$ cat src/srab_pkg.sv
package srab_pkg;

	localparam logic [7:0]  CMD_READ    = 8'h01;
	localparam logic [7:0]  CMD_WRITE   = 8'h02;
	localparam logic [31:0] ADDR_LED    = 32'h0000_0000;
	localparam logic [31:0] ADDR_SWITCH = 32'h0000_0004;

	localparam int FRAME_LAST_IDX = 8;
	localparam int REPLY_LAST_IDX = 4;
	localparam int QUEUE_DEPTH    = 2;
	localparam int QUEUE_PTR_W    = $clog2(QUEUE_DEPTH);
	localparam int QUEUE_CNT_W    = $clog2(QUEUE_DEPTH + 1);

	typedef enum logic [1:0] {
		ST_OK       = 2'd0,
		ST_BAD_CMD  = 2'd1,
		ST_BAD_ADDR = 2'd2,
		ST_RO       = 2'd3
	} status_t;

	typedef enum logic {
		BK_IDLE,
		BK_SEND
	} back_state_t;

	typedef struct packed {
		logic [7:0]  command;
		logic [31:0] address;
		logic [31:0] data;
		logic        switch_a;
		logic        switch_b;
	} req_t;

	typedef struct packed {
		logic                   full;
		logic                   empty;
		logic [QUEUE_CNT_W-1:0] count;
	} queue_stat_t;

endpackage

$ cat src/serial_register_access_slave.sv
// Channel   Dir  Payload                                       Transfer
// s_axis    in   tdata: rx_byte, switch_a, switch_b            tvalid && tready
// m_axis    out  tdata: tx_byte, led_a_drive, led_b_drive;     tvalid && tready
//                tlast: last_byte
//
// Request bytes are taken one per cycle; the ninth byte of a frame waits only
// when the two-entry request queue is full.
// Each request is executed in BK_IDLE as it is popped, and its five reply bytes are
// then sent through the output register in BK_SEND; the next request is popped only once the last reply byte is loaded.
// Reset clears the byte counter, the request queue, the reply sequencer and the
// LED state (both off).
// A stalled output holds the back end, while the front keeps taking bytes until the request queue is full.
module serial_register_access_slave (
	input  logic        clk,
	input  logic        arst_n,
	input  logic        s_axis_tvalid,
	output logic        s_axis_tready,
	input  logic [15:0] s_axis_tdata,  // rx_byte[7:0], switch_a, switch_b, zeros
	output logic        m_axis_tvalid,
	input  logic        m_axis_tready,
	output logic [15:0] m_axis_tdata,  // tx_byte[7:0], led_a_drive, led_b_drive, zeros
	output logic        m_axis_tlast
);

	srab_pkg::req_t        push_req;
	srab_pkg::req_t        head;
	srab_pkg::queue_stat_t qstat;
	logic                  push;
	logic                  pop;
	logic [7:0]            tx_byte;
	logic                  led_a_drive;
	logic                  led_b_drive;

	srab_front u_front (
		.clk        (clk),
		.arst_n     (arst_n),
		.in_valid   (s_axis_tvalid),
		.in_ready   (s_axis_tready),
		.rx_byte    (s_axis_tdata[7:0]),
		.switch_a   (s_axis_tdata[8]),
		.switch_b   (s_axis_tdata[9]),
		.push       (push),
		.queue_full (qstat.full),
		.push_req   (push_req)
	);

	srab_queue u_queue (
		.clk      (clk),
		.arst_n   (arst_n),
		.push     (push),
		.push_req (push_req),
		.pop      (pop),
		.head     (head),
		.stat     (qstat)
	);

	srab_back u_back (
		.clk         (clk),
		.arst_n      (arst_n),
		.req_valid   (!qstat.empty),
		.req         (head),
		.pop         (pop),
		.out_valid   (m_axis_tvalid),
		.out_ready   (m_axis_tready),
		.tx_byte     (tx_byte),
		.last_byte   (m_axis_tlast),
		.led_a_drive (led_a_drive),
		.led_b_drive (led_b_drive)
	);

	assign m_axis_tdata = {6'd0, led_b_drive, led_a_drive, tx_byte};

`ifndef SYNTH
	a_count_range: assert property (@(posedge clk) disable iff (!arst_n)
		qstat.count <= srab_pkg::QUEUE_CNT_W'(srab_pkg::QUEUE_DEPTH))
		else $error("request queue count out of range");

	a_stall_only_full: assert property (@(posedge clk) disable iff (!arst_n)
		!s_axis_tready |-> qstat.full)
		else $error("input stalled while queue has room");

	a_push_not_full: assert property (@(posedge clk) disable iff (!arst_n)
		push |-> !qstat.full)
		else $error("request pushed into a full queue");

	a_led_stable_in_reply: assert property (@(posedge clk) disable iff (!arst_n)
		(m_axis_tvalid && !m_axis_tlast) |=> $stable(m_axis_tdata[9:8]))
		else $error("LED level changed within a reply");
`endif

endmodule

$ cat src/srab_front.sv
module srab_front (
	input  logic               clk,
	input  logic               arst_n,
	input  logic               in_valid,
	output logic               in_ready,
	input  logic [7:0]         rx_byte,
	input  logic               switch_a,
	input  logic               switch_b,
	output logic               push,
	input  logic               queue_full,
	output srab_pkg::req_t     push_req
);

	logic [3:0]  byte_index_q;
	logic [7:0]  command_q;
	logic [31:0] address_q;
	logic [23:0] data_q;
	logic        closing;
	logic        take;

	assign closing  = (byte_index_q == 4'(srab_pkg::FRAME_LAST_IDX));
	assign in_ready = !closing || !queue_full;
	assign take     = in_valid && in_ready;
	assign push     = take && closing;

	assign push_req.command  = command_q;
	assign push_req.address  = address_q;
	assign push_req.data     = {data_q, rx_byte};
	assign push_req.switch_a = switch_a;
	assign push_req.switch_b = switch_b;

	always_ff @(posedge clk or negedge arst_n) begin
		if (!arst_n) begin
			byte_index_q <= '0;
			command_q    <= '0;
			address_q    <= '0;
			data_q       <= '0;
		end else if (take) begin
			if (closing) begin
				byte_index_q <= '0;
			end else begin
				byte_index_q <= byte_index_q + 4'd1;
			end
			if (byte_index_q == 4'd0) begin
				command_q <= rx_byte;
			end else if (byte_index_q <= 4'd4) begin
				address_q <= {address_q[23:0], rx_byte};
			end else if (!closing) begin
				data_q <= {data_q[15:0], rx_byte};
			end
		end
	end

endmodule

$ cat src/srab_queue.sv
module srab_queue (
	input  logic                  clk,
	input  logic                  arst_n,
	input  logic                  push,
	input  srab_pkg::req_t        push_req,
	input  logic                  pop,
	output srab_pkg::req_t        head,
	output srab_pkg::queue_stat_t stat
);

	srab_pkg::req_t                      entry_q [srab_pkg::QUEUE_DEPTH];
	logic [srab_pkg::QUEUE_PTR_W-1:0]    wr_ptr_q;
	logic [srab_pkg::QUEUE_PTR_W-1:0]    rd_ptr_q;
	logic [srab_pkg::QUEUE_CNT_W-1:0]    count_q;
	logic                                do_push;
	logic                                do_pop;

	assign stat.count = count_q;
	assign stat.full  = (count_q == srab_pkg::QUEUE_CNT_W'(srab_pkg::QUEUE_DEPTH));
	assign stat.empty = (count_q == '0);
	assign head       = entry_q[rd_ptr_q];
	assign do_push    = push && !stat.full;
	assign do_pop     = pop && !stat.empty;

	always_ff @(posedge clk) begin
		if (do_push) begin
			entry_q[wr_ptr_q] <= push_req;
		end
	end

	always_ff @(posedge clk or negedge arst_n) begin
		if (!arst_n) begin
			wr_ptr_q <= '0;
			rd_ptr_q <= '0;
			count_q  <= '0;
		end else begin
			if (do_push) begin
				wr_ptr_q <= (wr_ptr_q == srab_pkg::QUEUE_PTR_W'(srab_pkg::QUEUE_DEPTH - 1)) ?
					'0 : wr_ptr_q + 1'b1;
			end
			if (do_pop) begin
				rd_ptr_q <= (rd_ptr_q == srab_pkg::QUEUE_PTR_W'(srab_pkg::QUEUE_DEPTH - 1)) ?
					'0 : rd_ptr_q + 1'b1;
			end
			if (do_push && !do_pop) begin
				count_q <= count_q + srab_pkg::QUEUE_CNT_W'(1);
			end else if (do_pop && !do_push) begin
				count_q <= count_q - srab_pkg::QUEUE_CNT_W'(1);
			end
		end
	end

endmodule

$ cat src/srab_back.sv
module srab_back (
	input  logic           clk,
	input  logic           arst_n,
	input  logic           req_valid,
	input  srab_pkg::req_t req,
	output logic           pop,
	output logic           out_valid,
	input  logic           out_ready,
	output logic [7:0]     tx_byte,
	output logic           last_byte,
	output logic           led_a_drive,
	output logic           led_b_drive
);

	srab_pkg::back_state_t state_q;
	srab_pkg::back_state_t state_d;
	srab_pkg::status_t     status_q;
	srab_pkg::status_t     status_d;
	logic [31:0]           word_q;
	logic [31:0]           word_d;
	logic [2:0]            cnt_q;
	logic                  led_a_q;
	logic                  led_b_q;
	logic                  led_a_d;
	logic                  led_b_d;
	logic                  out_valid_q;
	logic [7:0]            out_byte_q;
	logic                  out_last_q;
	logic                  out_led_a_q;
	logic                  out_led_b_q;
	logic                  load_out;
	logic                  start;
	logic                  emit;
	logic                  reply_done;
	logic [7:0]            next_byte;

	assign load_out    = !out_valid_q || out_ready;
	assign reply_done  = (cnt_q == 3'(srab_pkg::REPLY_LAST_IDX));
	assign out_valid   = out_valid_q;
	assign tx_byte     = out_byte_q;
	assign last_byte   = out_last_q;
	assign led_a_drive = out_led_a_q;
	assign led_b_drive = out_led_b_q;

	always_comb begin
		state_d = state_q;
		unique case (state_q)
			srab_pkg::BK_IDLE: begin
				if (req_valid) begin
					state_d = srab_pkg::BK_SEND;
				end
			end
			srab_pkg::BK_SEND: begin
				if (load_out && reply_done) begin
					state_d = srab_pkg::BK_IDLE;
				end
			end
			default: state_d = srab_pkg::BK_IDLE;
		endcase
	end

	always_comb begin
		pop   = (state_q == srab_pkg::BK_IDLE);
		start = pop && req_valid;
		emit  = (state_q == srab_pkg::BK_SEND) && load_out;
	end

	// A clear bit wins over a set bit for each LED.
	always_comb begin
		status_d = srab_pkg::ST_OK;
		word_d   = '0;
		led_a_d  = led_a_q;
		led_b_d  = led_b_q;
		if (req.command == srab_pkg::CMD_READ) begin
			if (req.address == srab_pkg::ADDR_LED) begin
				word_d = {28'd0, !led_b_q, led_b_q, !led_a_q, led_a_q};
			end else if (req.address == srab_pkg::ADDR_SWITCH) begin
				word_d = {30'd0, req.switch_b, req.switch_a};
			end else begin
				status_d = srab_pkg::ST_BAD_ADDR;
			end
		end else if (req.command == srab_pkg::CMD_WRITE) begin
			word_d = req.data;
			if (req.address == srab_pkg::ADDR_LED) begin
				led_a_d = req.data[1] ? 1'b0 : (req.data[0] ? 1'b1 : led_a_q);
				led_b_d = req.data[3] ? 1'b0 : (req.data[2] ? 1'b1 : led_b_q);
			end else if (req.address == srab_pkg::ADDR_SWITCH) begin
				status_d = srab_pkg::ST_RO;
			end else begin
				status_d = srab_pkg::ST_BAD_ADDR;
			end
		end else begin
			status_d = srab_pkg::ST_BAD_CMD;
		end
	end

	always_comb begin
		unique case (cnt_q)
			3'd0:    next_byte = {6'd0, status_q};
			3'd1:    next_byte = word_q[31:24];
			3'd2:    next_byte = word_q[23:16];
			3'd3:    next_byte = word_q[15:8];
			3'd4:    next_byte = word_q[7:0];
			default: next_byte = '0;
		endcase
	end

	always_ff @(posedge clk or negedge arst_n) begin
		if (!arst_n) begin
			state_q     <= srab_pkg::BK_IDLE;
			cnt_q       <= '0;
			led_a_q     <= 1'b0;
			led_b_q     <= 1'b0;
			out_valid_q <= 1'b0;
		end else begin
			state_q <= state_d;
			if (start) begin
				cnt_q   <= '0;
				led_a_q <= led_a_d;
				led_b_q <= led_b_d;
			end else if (emit) begin
				cnt_q <= cnt_q + 3'd1;
			end
			if (load_out) begin
				out_valid_q <= emit;
			end
		end
	end

	// The LED levels travel with each reply byte, so a following request
	// cannot change them while a byte of the previous reply still waits.
	always_ff @(posedge clk) begin
		if (start) begin
			status_q <= status_d;
			word_q   <= word_d;
		end
		if (emit) begin
			out_byte_q  <= next_byte;
			out_last_q  <= reply_done;
			out_led_a_q <= led_a_q;
			out_led_b_q <= led_b_q;
		end
	end

endmodule

$ cat config.mk
export PLATFORM = sky130hd
export DESIGN_NAME = serial_register_access_slave
export DESIGN_NICKNAME = d
export VERILOG_FILES = /design/src/srab_pkg.sv /design/src/serial_register_access_slave.sv /design/src/srab_front.sv /design/src/srab_queue.sv /design/src/srab_back.sv
export SDC_FILE = /design/constraint.sdc
export NUM_CORES = 1
export LEC_CHECK = 0
export BUFFER_PORTS_ARGS = -buffer_cell sky130_fd_sc_hd__buf_2
export CORE_MARGIN = 2
export CORE_UTILIZATION = 32
export DETAILED_ROUTE_END_ITERATION = 12
export GPL_TIMING_DRIVEN = 0
export SLEW_MARGIN = 0
export SYNTH_ARGS = -nofsm -noshare
export SYNTH_HDL_FRONTEND = slang
export SYNTH_SLANG_ARGS = --single-unit
$ cat constraint.sdc
create_clock -name clk -period 6.54 [get_ports clk]
set_clock_uncertainty 0.1 [all_clocks]
set_input_delay 1.635 -clock clk [delete_from_list [all_inputs] [get_ports clk]]
set_output_delay 1.635 -clock clk [all_outputs]
set_load 0.03 [all_outputs]
Word level (Yosys, flattened, before mapping)

Memories as Yosys holds them, arrays and structs flattened.
Cells that the tools add are included.

$add $sub $neg: 6
Multiply operators: 0
Divide/modulo/power cells: 0
Magnitude comparators: 1
Equal/unequal tests: 9
Shifts and indexed selects: 0
Multiplexer cells: 27
Bitwise gates (word level): 5
Reduce and logical (&&, ||, !) cells: 31

Operator list:

| operator              | number |
|---|---|
| $mux W32              | 3 |
| $pmux W8 S5           | 1 |
| $eq A32 B3 Y1 const B | 1 |
| $logic_not A32 Y1     | 1 |
| $mux W2               | 8 |
| $mux W1               | 11 |
| $reduce_and A5 Y1     | 2 |
| $eq A8 B1 Y1 const B  | 1 |
| $eq A8 B2 Y1 const B  | 1 |
| $logic_and A1 B1 Y1   | 8 |
| $logic_not A1 Y1      | 8 |
| $reduce_bool A2 Y1    | 4 |
| $eq A3 B2 Y1 const B  | 2 |
| $mux W3               | 2 |
| $not A1 Y1            | 5 |
| $add A4 B1 Y4 const B | 1 |
| $eq A4 B4 Y1 const B  | 1 |
| $le A4 B3 Y1 const B  | 1 |
| $logic_not A4 Y1      | 1 |
| $mux W4               | 1 |
| $reduce_and A4 Y1     | 1 |
| $add A3 B1 Y3 const B | 1 |
| $eq A3 B1 Y1 const B  | 1 |
| $eq A3 B3 Y1 const B  | 1 |
| other kinds (10)      | 12 |

Flip-flop bits (word level): 124
Latch bits: 0
Bits in writable memories: 148
ROM bits: 0
Output and inout port bits: 19
Memories kept: 1

Memory list:

| memory          | words | bits a word | read ports | clocked after memory_dff | write ports | RTL line         | source |
|---|---|---|---|---|---|---|---|
| u_queue.entry_q | 2     | 74          | 1          | 0                        | 1           | srab_queue.sv:11 | `srab_pkg::req_t entry_q [srab_pkg::QUEUE_DEPTH];` |

Depth between registers and ports, before layout

Gate-level depths: netlist (run 1).

Depth in word-level cells: 10
Depth in mapped cells: 10
Mapped depth without buffers: 10

Hierarchy

Synthesis (run 1) repeated with hierarchy kept, for this count alone.

Cell total of the unflattened synthesis: 612
Area total of the unflattened synthesis: 10876.7 um^2

By module, submodules not included:

| module                       | times used | cells each | area each (um^2) |
|---|---|---|---|
| srab_queue                   | 1          | 249        | 5739.3 |
| srab_front                   | 1          | 174        | 2746.4 |
| srab_back                    | 1          | 179        | 2323.5 |
| serial_register_access_slave | 1          | 10         | 67.6 |

Worst setup path before layout (run 1)

Ideal clock, no wire load.

Kind: input port to flip-flop
Start point: input port s_axis_tvalid
End point: memory u_queue.entry_q[0][0] (netlist name) (enable)
Arrival time: 6.761 ns
Required time: 5.843 ns
Slack: -0.918 ns
Stages on the path: 2
Path buffers: 0
Cells stage by stage: nand2_1 -> nor3_1

Word-level cells in the longest chain between the ends: 5

RTL lines:

| what                          | RTL line                           | source |
|---|---|---|
| start: declaration            | serial_register_access_slave.sv:16 | `input logic s_axis_tvalid,` |
| $logic_and A1 B1 Y1           | srab_front.sv:23                   | `assign take = in_valid && in_ready;` |
| $logic_and A1 B1 Y1           | srab_front.sv:24                   | `assign push = take && closing;` |
| $logic_and A1 B1 Y1           | srab_queue.sv:22                   | `assign do_push = push && !stat.full;` |
| $mux W1                       | srab_queue.sv:26                   | `if (do_push) begin` |
| $mux W1 (not written as such) | srab_queue.sv:27                   | `entry_q[wr_ptr_q] <= push_req;` |
| end: declaration              | srab_queue.sv:11                   |  |

Every way passes these cells.

Final worst setup path (run 1)

Start point: register u_front.byte_index_q[0]
End point: output port s_axis_tready

Word-level cells in the longest chain between the ends: 3

RTL lines:

| what                     | RTL line                           | source |
|---|---|---|
| start: declaration       | srab_front.sv:14                   | `logic [3:0] byte_index_q;` |
| start signal: assignment | srab_front.sv:42                   | `byte_index_q <= byte_index_q + 4'd1;` |
| $eq A4 B4 Y1             | srab_front.sv:21                   | `assign closing = (byte_index_q == 4'(srab_pkg::FRAME_LAST_IDX));` |
| $logic_not A1 Y1         | srab_front.sv:22                   | `assign in_ready = !closing \|\| !queue_full;` |
| $logic_or A1 B1 Y1       | srab_front.sv:22                   |  |
| end: declaration         | serial_register_access_slave.sv:17 | `output logic s_axis_tready,` |

Every way passes these cells.

==> results by group, run 1 <==
Run status
  – Status: finished, final reports clean

Worst setup path
  – R2r worst-path depth: 8
  – Crit path from: u_front.byte_index_q[0]$_DFFE_PN0P_
  – Critical path depth: 5
  – CP max stage delay: 0.53 ns
  – Reg2Reg Setup Slack: roughly 3.7 ns
  – Buf/Inv on CP: 2
  – Critical path's slowest cell: or3b_2
  – Worst r2r src: u_front.byte_index_q[0]$_DFFE_PN0P_
  – Element type at the critical path start: register
  – Nature of the critical path endpoint: output port
  – Worst-path cell chain: inv_1 -> ha_1 -> nand3b_1 -> or3b_2 -> buf_2
  – Worst r2r dst: u_queue.entry_q[1][8]$_DFFE_PP_
  – CP Max Fanout: 6
  – CP required: between 4 and 5 ns
  – Top delay family on crit path: simple AND/OR/NAND/NOR gates
  – Kind of critical path: register to output port
  – Worst EP arrival: ~2.2 ns
  – CP endpoint: s_axis_tready

Timing
  – Final setup margin: around 2.6 ns
  – Rel. slew slack: a little over two fifths
  – Setup Viol. Count Final: 0
  – Min Tclk post-route: just under 4 ns
  – Fmax: between 200 and 300 MHz
  – Worst Tran Pin Value: ~0.86 ns
  – Pins Over Slew Limit: 0
  – Final Hold Viols: 0
  – Setup TNS: 0 ns
  – Tcrit/Tclk final: slightly above 60%
  – RSZ-0062 raised after global routing: no

Route
  – Via Count: approximately 4.7k
  – Antenna viol nets, final: 0
  – DRT Wirelength: 17000 µm
  – Initial DRC Count: 340
  – TritonRoute pass-1 iters: 4
  – DR vias/cell: roughly 4.5
  – Routed len/inst: around 16 µm
  – DRC viols: 0

Floorplan
  – Chip Width: 181 µm
  – Core area: ~0.031 mm²
  – Die Ht: ~180 µm
  – I/O pin count: 39
  – Initial core utilization: ~33%
  – DIE AREA: approximately 0.033 mm²
  – FP Rows: 64

Clock tree
  – CTS Buf Count: 26
  – Clock buffer depth: 3
  – Post CTS Setup Buffer Count: 0
  – CTS tree: done
  – CTS resizes: 0
  – H-tree Lvls: 1
  – Root Driver: clkbuf_16
  – Clock Pin Slew Worst Setup and Hold Paths: 0.06 ns
  – Cts hold-fix bufs: 0
  – CTS Sinks: 272
  – Worst-skew pair later-pin latency: between 0.5 and 0.6 ns

Hold path
  – Min-delay src: u_front.command_q[2]$_DFFE_PN0P_
  – Hold Path Class: register to register

Power and ir drop
  – Total power draw: 5040 µW
  – Pleak: 0.00426 µW
  – Pwr Density: ~430 mW/mm²
  – Peak VDD IR: 0.173 mV

Logic synthesis
  – Synth Register Bits: about 270
  – Netlist cell types: 48
  – Cells after Synth: ~580
  – Cell Area, Synth: 0.0101 mm²
  – Number of flops mapped to enable cells by yosys: around 190
  – Sequential share of the synthesized area: between 70% and 80%
  – Syn avg cell area: 17.5 µm²
  – Async set or reset register ratio after synthesis: ~29%
  – Post-synth top flop: edfxtp_1
  – Synth warnings: 0

Layout
  – Final core occ: 38.1%
  – Area grow syn2layout: 16.6%
  – Antenna Cells: 0
  – Nets@finish: 669
  – Commonest non-fill, non-tap cells in the layout: edfxtp_1 (193), dfrtp_1 (79), mux2_2 (67)
  – Final instance count without filler cells: 1057
  – Commonest non-fill, non-tap cell in the layout: edfxtp_1
  – Layout cell share with drive strength beyond 1: 25.1%

Place
  – Final Wtd Congestion: 0.712
  – DP Cell Count: between 1k and 1.5k
  – Hpwl dp: approximately 11000 µm
  – Worst slack, placed: slightly above 3 ns
  – Port Buffers: 26

Global route
  – GRT Total Usage: 10.5%
  – Initial antenna violation count: 0
  – Grt total ovfl: 0
  – Global-route wire length before repair: between 20000 and 30000 µm
  – Vias in the first global route: about 4.7k
  – Largest net degree at the start of global routing: 61

Flow run
  – Max-cap viol count: 0
==> per-stage QoR <==
| stage | hold WS [ns] | cell area (µm²) |
|---|---|---|
| 6_report | 0.364 | 11700 |
| 3_3_place_gp | 0.344 | 10700 |
| 5_1_grt | 0.383 | 11700 |
| 4_1_cts | 0.367 | 11700 |
| 2_1_floorplan | 0.338 | 10100 |
| 3_5_place_dp | 0.354 | 10900 |
==> cells in the mapped netlist (all sizes together), types with 2 or more instances <==
cell type | count | area [µm²]
o22ai | 3 | 18.8
nand3 | 2 | 10.0
nor2 | 39 | 146
mux2i | 34 | 340
nor4 | 14 | 93.8
o21ai | 11 | 55.1
a21oi | 5 | 25.0
a21o | 2 | 15.0
clkbuf | 7 | 26.3
mux2 | 67 | 754
a32oi | 4 | 35.0
o32ai | 2 | 17.5
dfrtp | 79 | 1980
nand4 | 2 | 12.5
nand2 | 19 | 71.3
nor3 | 7 | 40.0
a22oi | 10 | 75.1
or4 | 2 | 15.0
buf | 22 | 129
o41a | 2 | 22.5
nor2b | 2 | 12.5
a222oi | 2 | 20.0
inv | 11 | 41.3
xor2 | 5 | 43.8
and2 | 3 | 18.8
ha | 8 | 100
nand2b | 2 | 12.5
edfxtp | 193 | 5800
==> cells by family after synthesis <==
logic type / Yosys count / synth area share [%]
multiplexers: 101 / 10.9
buffers and inverters: 40 / 1.95
flip-flops: 272 / 77.3
other: 1 / 0.0373
AO/OA/AOI/OAI: 47 / 3.33
adder cells (fa/ha/maj): 8 / 0.995
AND/OR/NAND/NOR: 100 / 5.00
XOR/XNOR: 6 / 0.522
==> worst register-to-register path: stages, from the launching register on <==
cell      delay, ns
dfrtp_1        0.42
inv_1          0.09
ha_1           0.29
nand3b_1       0.21
or3b_2         0.53
nand2_1        0.22
nor2_1         0.13
and2_4         0.30
buf_16         0.24
==> sequential cells by signal, summed over array words and instances (netlist names), 2 cells and up <==
| name | count |
|---|---|
| u_queue.count_q | 2 |
| u_front.command_q | 8 |
| u_back.cnt_q | 3 |
| u_front.data_q | 24 |
| u_back.tx_byte | 8 |
| u_queue.entry_q | 148 |
| u_front.byte_index_q | 4 |
| u_front.address_q | 32 |
| u_back.word_q | 32 |
| u_back.status_q | 2 |
==> routing by layer <==
metal | global-route usage [%] | vias up | wire [µm]
li1 | - | 2297 | -
met1 | 14.3 | 2360 | 7890
met2 | 17.5 | 60 | 8330
met3 | 1.71 | 19 | 563
met4 | 2.73 | 0 | 221
met5 | 0 | - | 0
==> power breakdown <==
| part | internal, µW | total, µW | switching (µW) |
|---|---|---|---|
| Clock | 897 | 1500 | 599 |
| Combinational | 462 | 964 | 502 |
| Sequential | 2340 | 2580 | 239 |
==> layout make-up <==
class | count | area (µm²)
Clock buffer | 36 | 729
Inverter | 11 | 41.3
Tap cell | 396 | 495
Multi-Input combinational cell | 268 | 2130
Clock inverter | 12 | 136
Sequential cell | 272 | 7770
Fill cell | 2841 | 19000
Buffer | 29 | 155
Timing Repair Buffer | 33 | 268
==> worst min path at each step <==
stage                                        to  depth (start not counted)
2_1_floorplan  u_queue.entry_q[0][26]$_DFFE_PP_                          0
3_3_place_gp   u_queue.entry_q[1][66]$_DFFE_PP_                          0
3_5_place_dp   u_queue.entry_q[0][73]$_DFFE_PP_                          0
4_1_cts        u_queue.entry_q[0][68]$_DFFE_PP_                          0
5_1_grt        u_queue.entry_q[0][72]$_DFFE_PP_                          0
6_report       u_queue.entry_q[0][68]$_DFFE_PP_                          0
Note: power is estimated with default switching activity, not from simulation.
==> run 2: changes to the inputs <==
- clock period: 6.54 -> 4.01 ns (I/O delays scaled with it)
==> results by group, run 2 (same netlist as run 1, synthesis figures left out) <==
Run status
  – Status: finished, final reports clean

Layout
  – Final core occ: between 30% and 40%
  – Commonest non-fill, non-tap cells in the layout: edfxtp_1 (193), dfrtp_1 (79), mux2_2 (67)
  – Antenna Cells: 0
  – Largest register by flop count: u_queue.entry_q
  – Final Cell Area: approximately 0.012 mm²
  – Largest register FFs: 148
  – Area grow syn2layout: 18.5%
  – Commonest non-fill, non-tap cell in the layout: edfxtp_1
  – Fillers: between 2k and 3k
  – Leading registers by flop count: u_queue.entry_q x148, u_back.word_q x32, u_front.address_q x32
  – Nets@finish: approximately 670
  – Layout cell share with drive strength beyond 1: a little over a quarter

Clock tree
  – Worst-skew pair later-pin latency: between 0.5 and 0.6 ns
  – CTS resizes: 0
  – CTS tree: done
  – H-tree Lvls: 1
  – Clock buffer depth: 3
  – Post CTS Setup Buffer Count: 0
  – Cts hold-fix bufs: 0
  – Root Driver: clkbuf_16
  – Clock Pin Slew Worst Setup and Hold Paths: 0.06 ns
  – CTS Buf Count: 28
  – CTS Sinks: between 200 and 300

Flow run
  – Max-cap viol count: 0

Power and ir drop
  – Pleak: between 0.004 and 0.005 µW
  – Pwr Density: 724 mW/mm²
  – Peak VDD IR: 0.428 mV
  – Total power draw: roughly 8600 µW

Timing
  – Tcrit/Tclk final: between 80% and 90%
  – Pins Over Slew Limit: 0
  – Min Tclk post-route: between 3 and 4 ns
  – Worst Tran Pin Value: slightly above 0.8 ns
  – Fmax: between 200 and 300 MHz
  – RSZ-0062 raised after global routing: no
  – Final Hold Viols: 0
  – Setup TNS: 0 ns
  – Setup Viol. Count Final: 0
  – Rel. slew slack: approximately 45%
  – Final setup margin: 0.616 ns

Route
  – Via Count: 4865
  – Antenna viol nets, final: 0
  – Initial DRC Count: roughly 350
  – DRT Wirelength: between 15000 and 20000 µm
  – TritonRoute pass-1 iters: 4
  – DRC viols: 0
  – Routed len/inst: 16.3 µm
  – DR vias/cell: ~4.6

Hold path
  – Hold Path Class: input pin to asynchronous set/reset pin

Place
  – Hpwl dp: around 11000 µm
  – Final Wtd Congestion: 0.765
  – Worst slack, placed: about 1.2 ns
  – Port Buffers: 26
  – Dpl cell area: 0.0109 mm²

Worst setup path
  – CP required: just under 3 ns
  – Nature of the critical path endpoint: output port
  – Element type at the critical path start: register
  – Worst EP arrival: 2.29 ns
  – Kind of critical path: register to output port
  – CP Max Fanout: 6

Global route
  – GRT Total Usage: 10.7%
  – Global-route wire length before repair: between 20000 and 30000 µm
  – Initial antenna violation count: 0
  – Grt total ovfl: 0
  – Largest net degree at the start of global routing: a little over 60
  – Vias in the first global route: about 4.9k

Floorplan
  – Initial core utilization: between 30% and 40%
  – Chip Width: between 150 and 200 µm
  – DIE AREA: 0.0329 mm²
  – FP Rows: between 60 and 70
  – Core area: about 0.031 mm²
  – I/O pin count: 39
  – Die Ht: about 180 µm
run 2: worst max-delay path, stage by stage, from the launching register on:
cell	delay (ns)
dfrtp_1	0.42
inv_1	0.08
ha_1	0.28
nand3b_1	0.22
or3b_2	0.55
buf_2	0.20
run 2: metal layers:
layer | part of all wire, % | up-vias | global-route usage, %
li1 | - | 2307 | -
met1 | 45 | 2457 | 13.9
met2 | 50 | 70 | 18.3
met3 | 3.2 | 31 | 1.98
met4 | 2.1 | 0 | 3.12
met5 | 0 | - | 0
run 2: stage by stage:
stage	instances	hold slack, ns
finish	1061	0.271
global route	1061	0.282
CTS	1061	0.274
detailed placement	1009	0.355
global placement	1002	0.343
floorplan	580	0.338
run 2: final timing paths:
path / startpoint / to / slack (ns) / depth (start not counted)
max in group asynchronous: arst_n / u_front.address_q[13]$_DFFE_PN0P_ / 2.90 / 2
max reg2reg: u_front.byte_index_q[0]$_DFFE_PN0P_ / u_queue.entry_q[1][15]$_DFFE_PP_ / 1.15 / 8
min in group clk: u_front.command_q[7]$_DFFE_PN0P_ / u_queue.entry_q[1][73]$_DFFE_PP_ / 0.35 / 0
max: u_front.byte_index_q[0]$_DFFE_PN0P_ / s_axis_tready / 0.62 / 5
min reg2reg: u_front.command_q[7]$_DFFE_PN0P_ / u_queue.entry_q[1][73]$_DFFE_PP_ / 0.35 / 0
min: arst_n / u_back.cnt_q[1]$_DFFE_PN0P_ / 0.27 / 1
run 2: area by class of cell:
cell class	instances	area [µm²]	share of cell area, %
flip-flops and latches	272	7770	65.2
multi-input cells	268	2130	17.9
clock buffers	33	739	6.20
well taps	396	495	4.16
clock inverters	19	294	2.47
repair buffers	33	293	2.46
plain buffers	29	155	1.30
inverters	11	41.3	0.346
run 2: power by group:
| group | total [µW] | switching, µW | leakage, µW | internal, µW |
|---|---|---|---|---|
| sequential | 4210 | 400 | 0.00271 | 3810 |
| combinational | 1590 | 831 | 0.00113 | 760 |
| clock | 2830 | 1050 | 0.000510 | 1780 |
| total | 8630 | 2280 | 0.00435 | 6350 |
==> run 3: changes to the inputs <==
- clock period: 4.01 -> 3.3 ns (I/O delays scaled with it)
==> results by group, run 3 (same netlist as run 1, synthesis figures left out) <==
Route
  – Antenna viol nets, final: 0
  – Initial DRC Count: roughly 260
  – DRC viols: 0
  – DR vias/cell: approximately 4.6
  – Routed len/inst: 16.0 µm
  – DRT Wirelength: about 17000 µm
  – Via Count: approximately 4.8k
  – TritonRoute pass-1 iters: 4

Run status
  – Status: finished, final reports clean

Timing
  – Min Tclk post-route: ~3.0 ns
  – Setup Viol. Count Final: 0
  – Tcrit/Tclk final: between 90% and 100%
  – Setup TNS: 0 ns
  – Rel. slew slack: a little over a third
  – Final Hold Viols: 0
  – Fmax: between 300 and 400 MHz
  – Worst Tran Pin Value: 0.969 ns
  – RSZ-0062 raised after global routing: no
  – Pins Over Slew Limit: 0
  – WHS: 0.181 ns

Clock tree
  – Worst-skew pair later-pin latency: 0.55 ns
  – CTS Sinks: around 270
  – Root Driver: clkbuf_16
  – CTS tree: done
  – H-tree Lvls: 1
  – CTS resizes: 0
  – CTS Buf Count: 28
  – Post CTS Setup Buffer Count: 0
  – Clock Pin Slew Worst Setup and Hold Paths: about 0.060 ns
  – Cts hold-fix bufs: 0
  – Clock buffer depth: 3

Worst setup path
  – R2r worst-path depth: 8
  – Buf/Inv on CP: 2
  – CP Max Fanout: 6
  – Worst EP arrival: around 2.1 ns
  – Critical path depth: 5
  – Worst-path cell chain: inv_1 -> ha_4 -> nand3b_1 -> or3b_4 -> buf_2
  – CP max stage delay: between 0.4 and 0.5 ns
  – Nature of the critical path endpoint: output port
  – Top delay family on crit path: simple AND/OR/NAND/NOR gates
  – Kind of critical path: register to output port
  – Critical path's slowest cell: or3b_4
  – Element type at the critical path start: register
  – CP required: between 2 and 2.5 ns

Place
  – Final Wtd Congestion: a little under 0.8
  – Hpwl dp: between 10000 and 15000 µm
  – Port Buffers: 26

Floorplan
  – Chip Width: 181 µm
  – Die Ht: 181 µm
  – Core area: between 0.03 and 0.04 mm²
  – I/O pin count: 39
  – FP Rows: 64
  – DIE AREA: 0.0329 mm²
  – Initial core utilization: 32.7%

Layout
  – Layout cell share with drive strength beyond 1: between 20% and 30%
  – Commonest non-fill, non-tap cells in the layout: edfxtp_1 (193), dfrtp_1 (79), mux2_2 (67)
  – Area grow syn2layout: 17.9%
  – Final core occ: 38.6%
  – Nets@finish: 671
  – Antenna Cells: 0
  – Commonest non-fill, non-tap cell in the layout: edfxtp_1
  – Largest register FFs: roughly 150
  – Leading registers by flop count: u_queue.entry_q x148, u_back.word_q x32, u_front.address_q x32
  – Largest register by flop count: u_queue.entry_q

Power and ir drop
  – Pleak: between 0.004 and 0.005 µW
  – Pwr Density: about 870 mW/mm²
  – Peak VDD IR: about 0.56 mV

Hold path
  – Hold Path Class: input pin to asynchronous set/reset pin

Global route
  – GRT Total Usage: a little over a tenth
  – Vias in the first global route: 4999
  – Global-route wire length before repair: 27600 µm
  – Largest net degree at the start of global routing: 44
  – Grt total ovfl: 0
  – Initial antenna violation count: 0

Flow run
  – Max-cap viol count: 0
[run 3: area by class of cell]
| type | instances | area, µm² |
|---|---|---|
| Multi-Input combinational cell | 268 | 2150 |
| Clock buffer | 36 | 751 |
| Clock inverter | 16 | 228 |
| Sequential cell | 272 | 7770 |
| Buffer | 29 | 156 |
| Fill cell | 2863 | 18900 |
| Inverter | 11 | 41.3 |
| Tap cell | 396 | 495 |
| Timing Repair Buffer | 33 | 262 |
[run 3: layer usage]
metal  vias up  GRT usage (%)  share of wire (%)
met1      2434           12.9                 43
met4         0           3.48                2.4
met2        72           19.1                 51
met3        26           2.18                3.6
met5         -              0                  0
li1       2308              -                  -
[run 3: power by group]
| part | total [µW] | internal (µW) | switching (µW) |
|---|---|---|---|
| clock | 3270 | 2010 | 1260 |
| sequential | 5110 | 4630 | 481 |
| combinational | 1940 | 930 | 1010 |
[run 3: per-stage QoR]
| stage | instances | worst slack, ns | power (µW) | cell area, µm² |
|---|---|---|---|---|
| final | 1061 | 0.266 | 10300 | 11900 |
| after floorplan | 580 | -0.156 | 6520 | 10100 |
| after detailed placement | 1009 | 0.463 | 7160 | 10900 |
| after global placement | 1002 | -1.13 | 7050 | 10700 |
| after global routing | 1061 | 0.135 | 10900 | 11900 |
| after CTS | 1061 | 0.228 | 10500 | 11900 |
[run 3: worst paths after layout]
check,startpoint,endpoint,slack (ns)
max,u_front.byte_index_q[1]$_DFFE_PN0P_,s_axis_tready,0.27
min,arst_n,u_back.cnt_q[0]$_DFFE_PN0P_,0.18
max reg2reg,u_front.byte_index_q[0]$_DFFE_PN0P_,u_queue.entry_q[0][15]$_DFFE_PP_,0.46
min reg2reg,u_front.address_q[21]$_DFFE_PN0P_,u_queue.entry_q[0][55]$_DFFE_PP_,0.36
max in group asynchronous,arst_n,u_front.data_q[3]$_DFFE_PN0P_,2.23
min in group clk,u_front.address_q[21]$_DFFE_PN0P_,u_queue.entry_q[0][55]$_DFFE_PP_,0.36
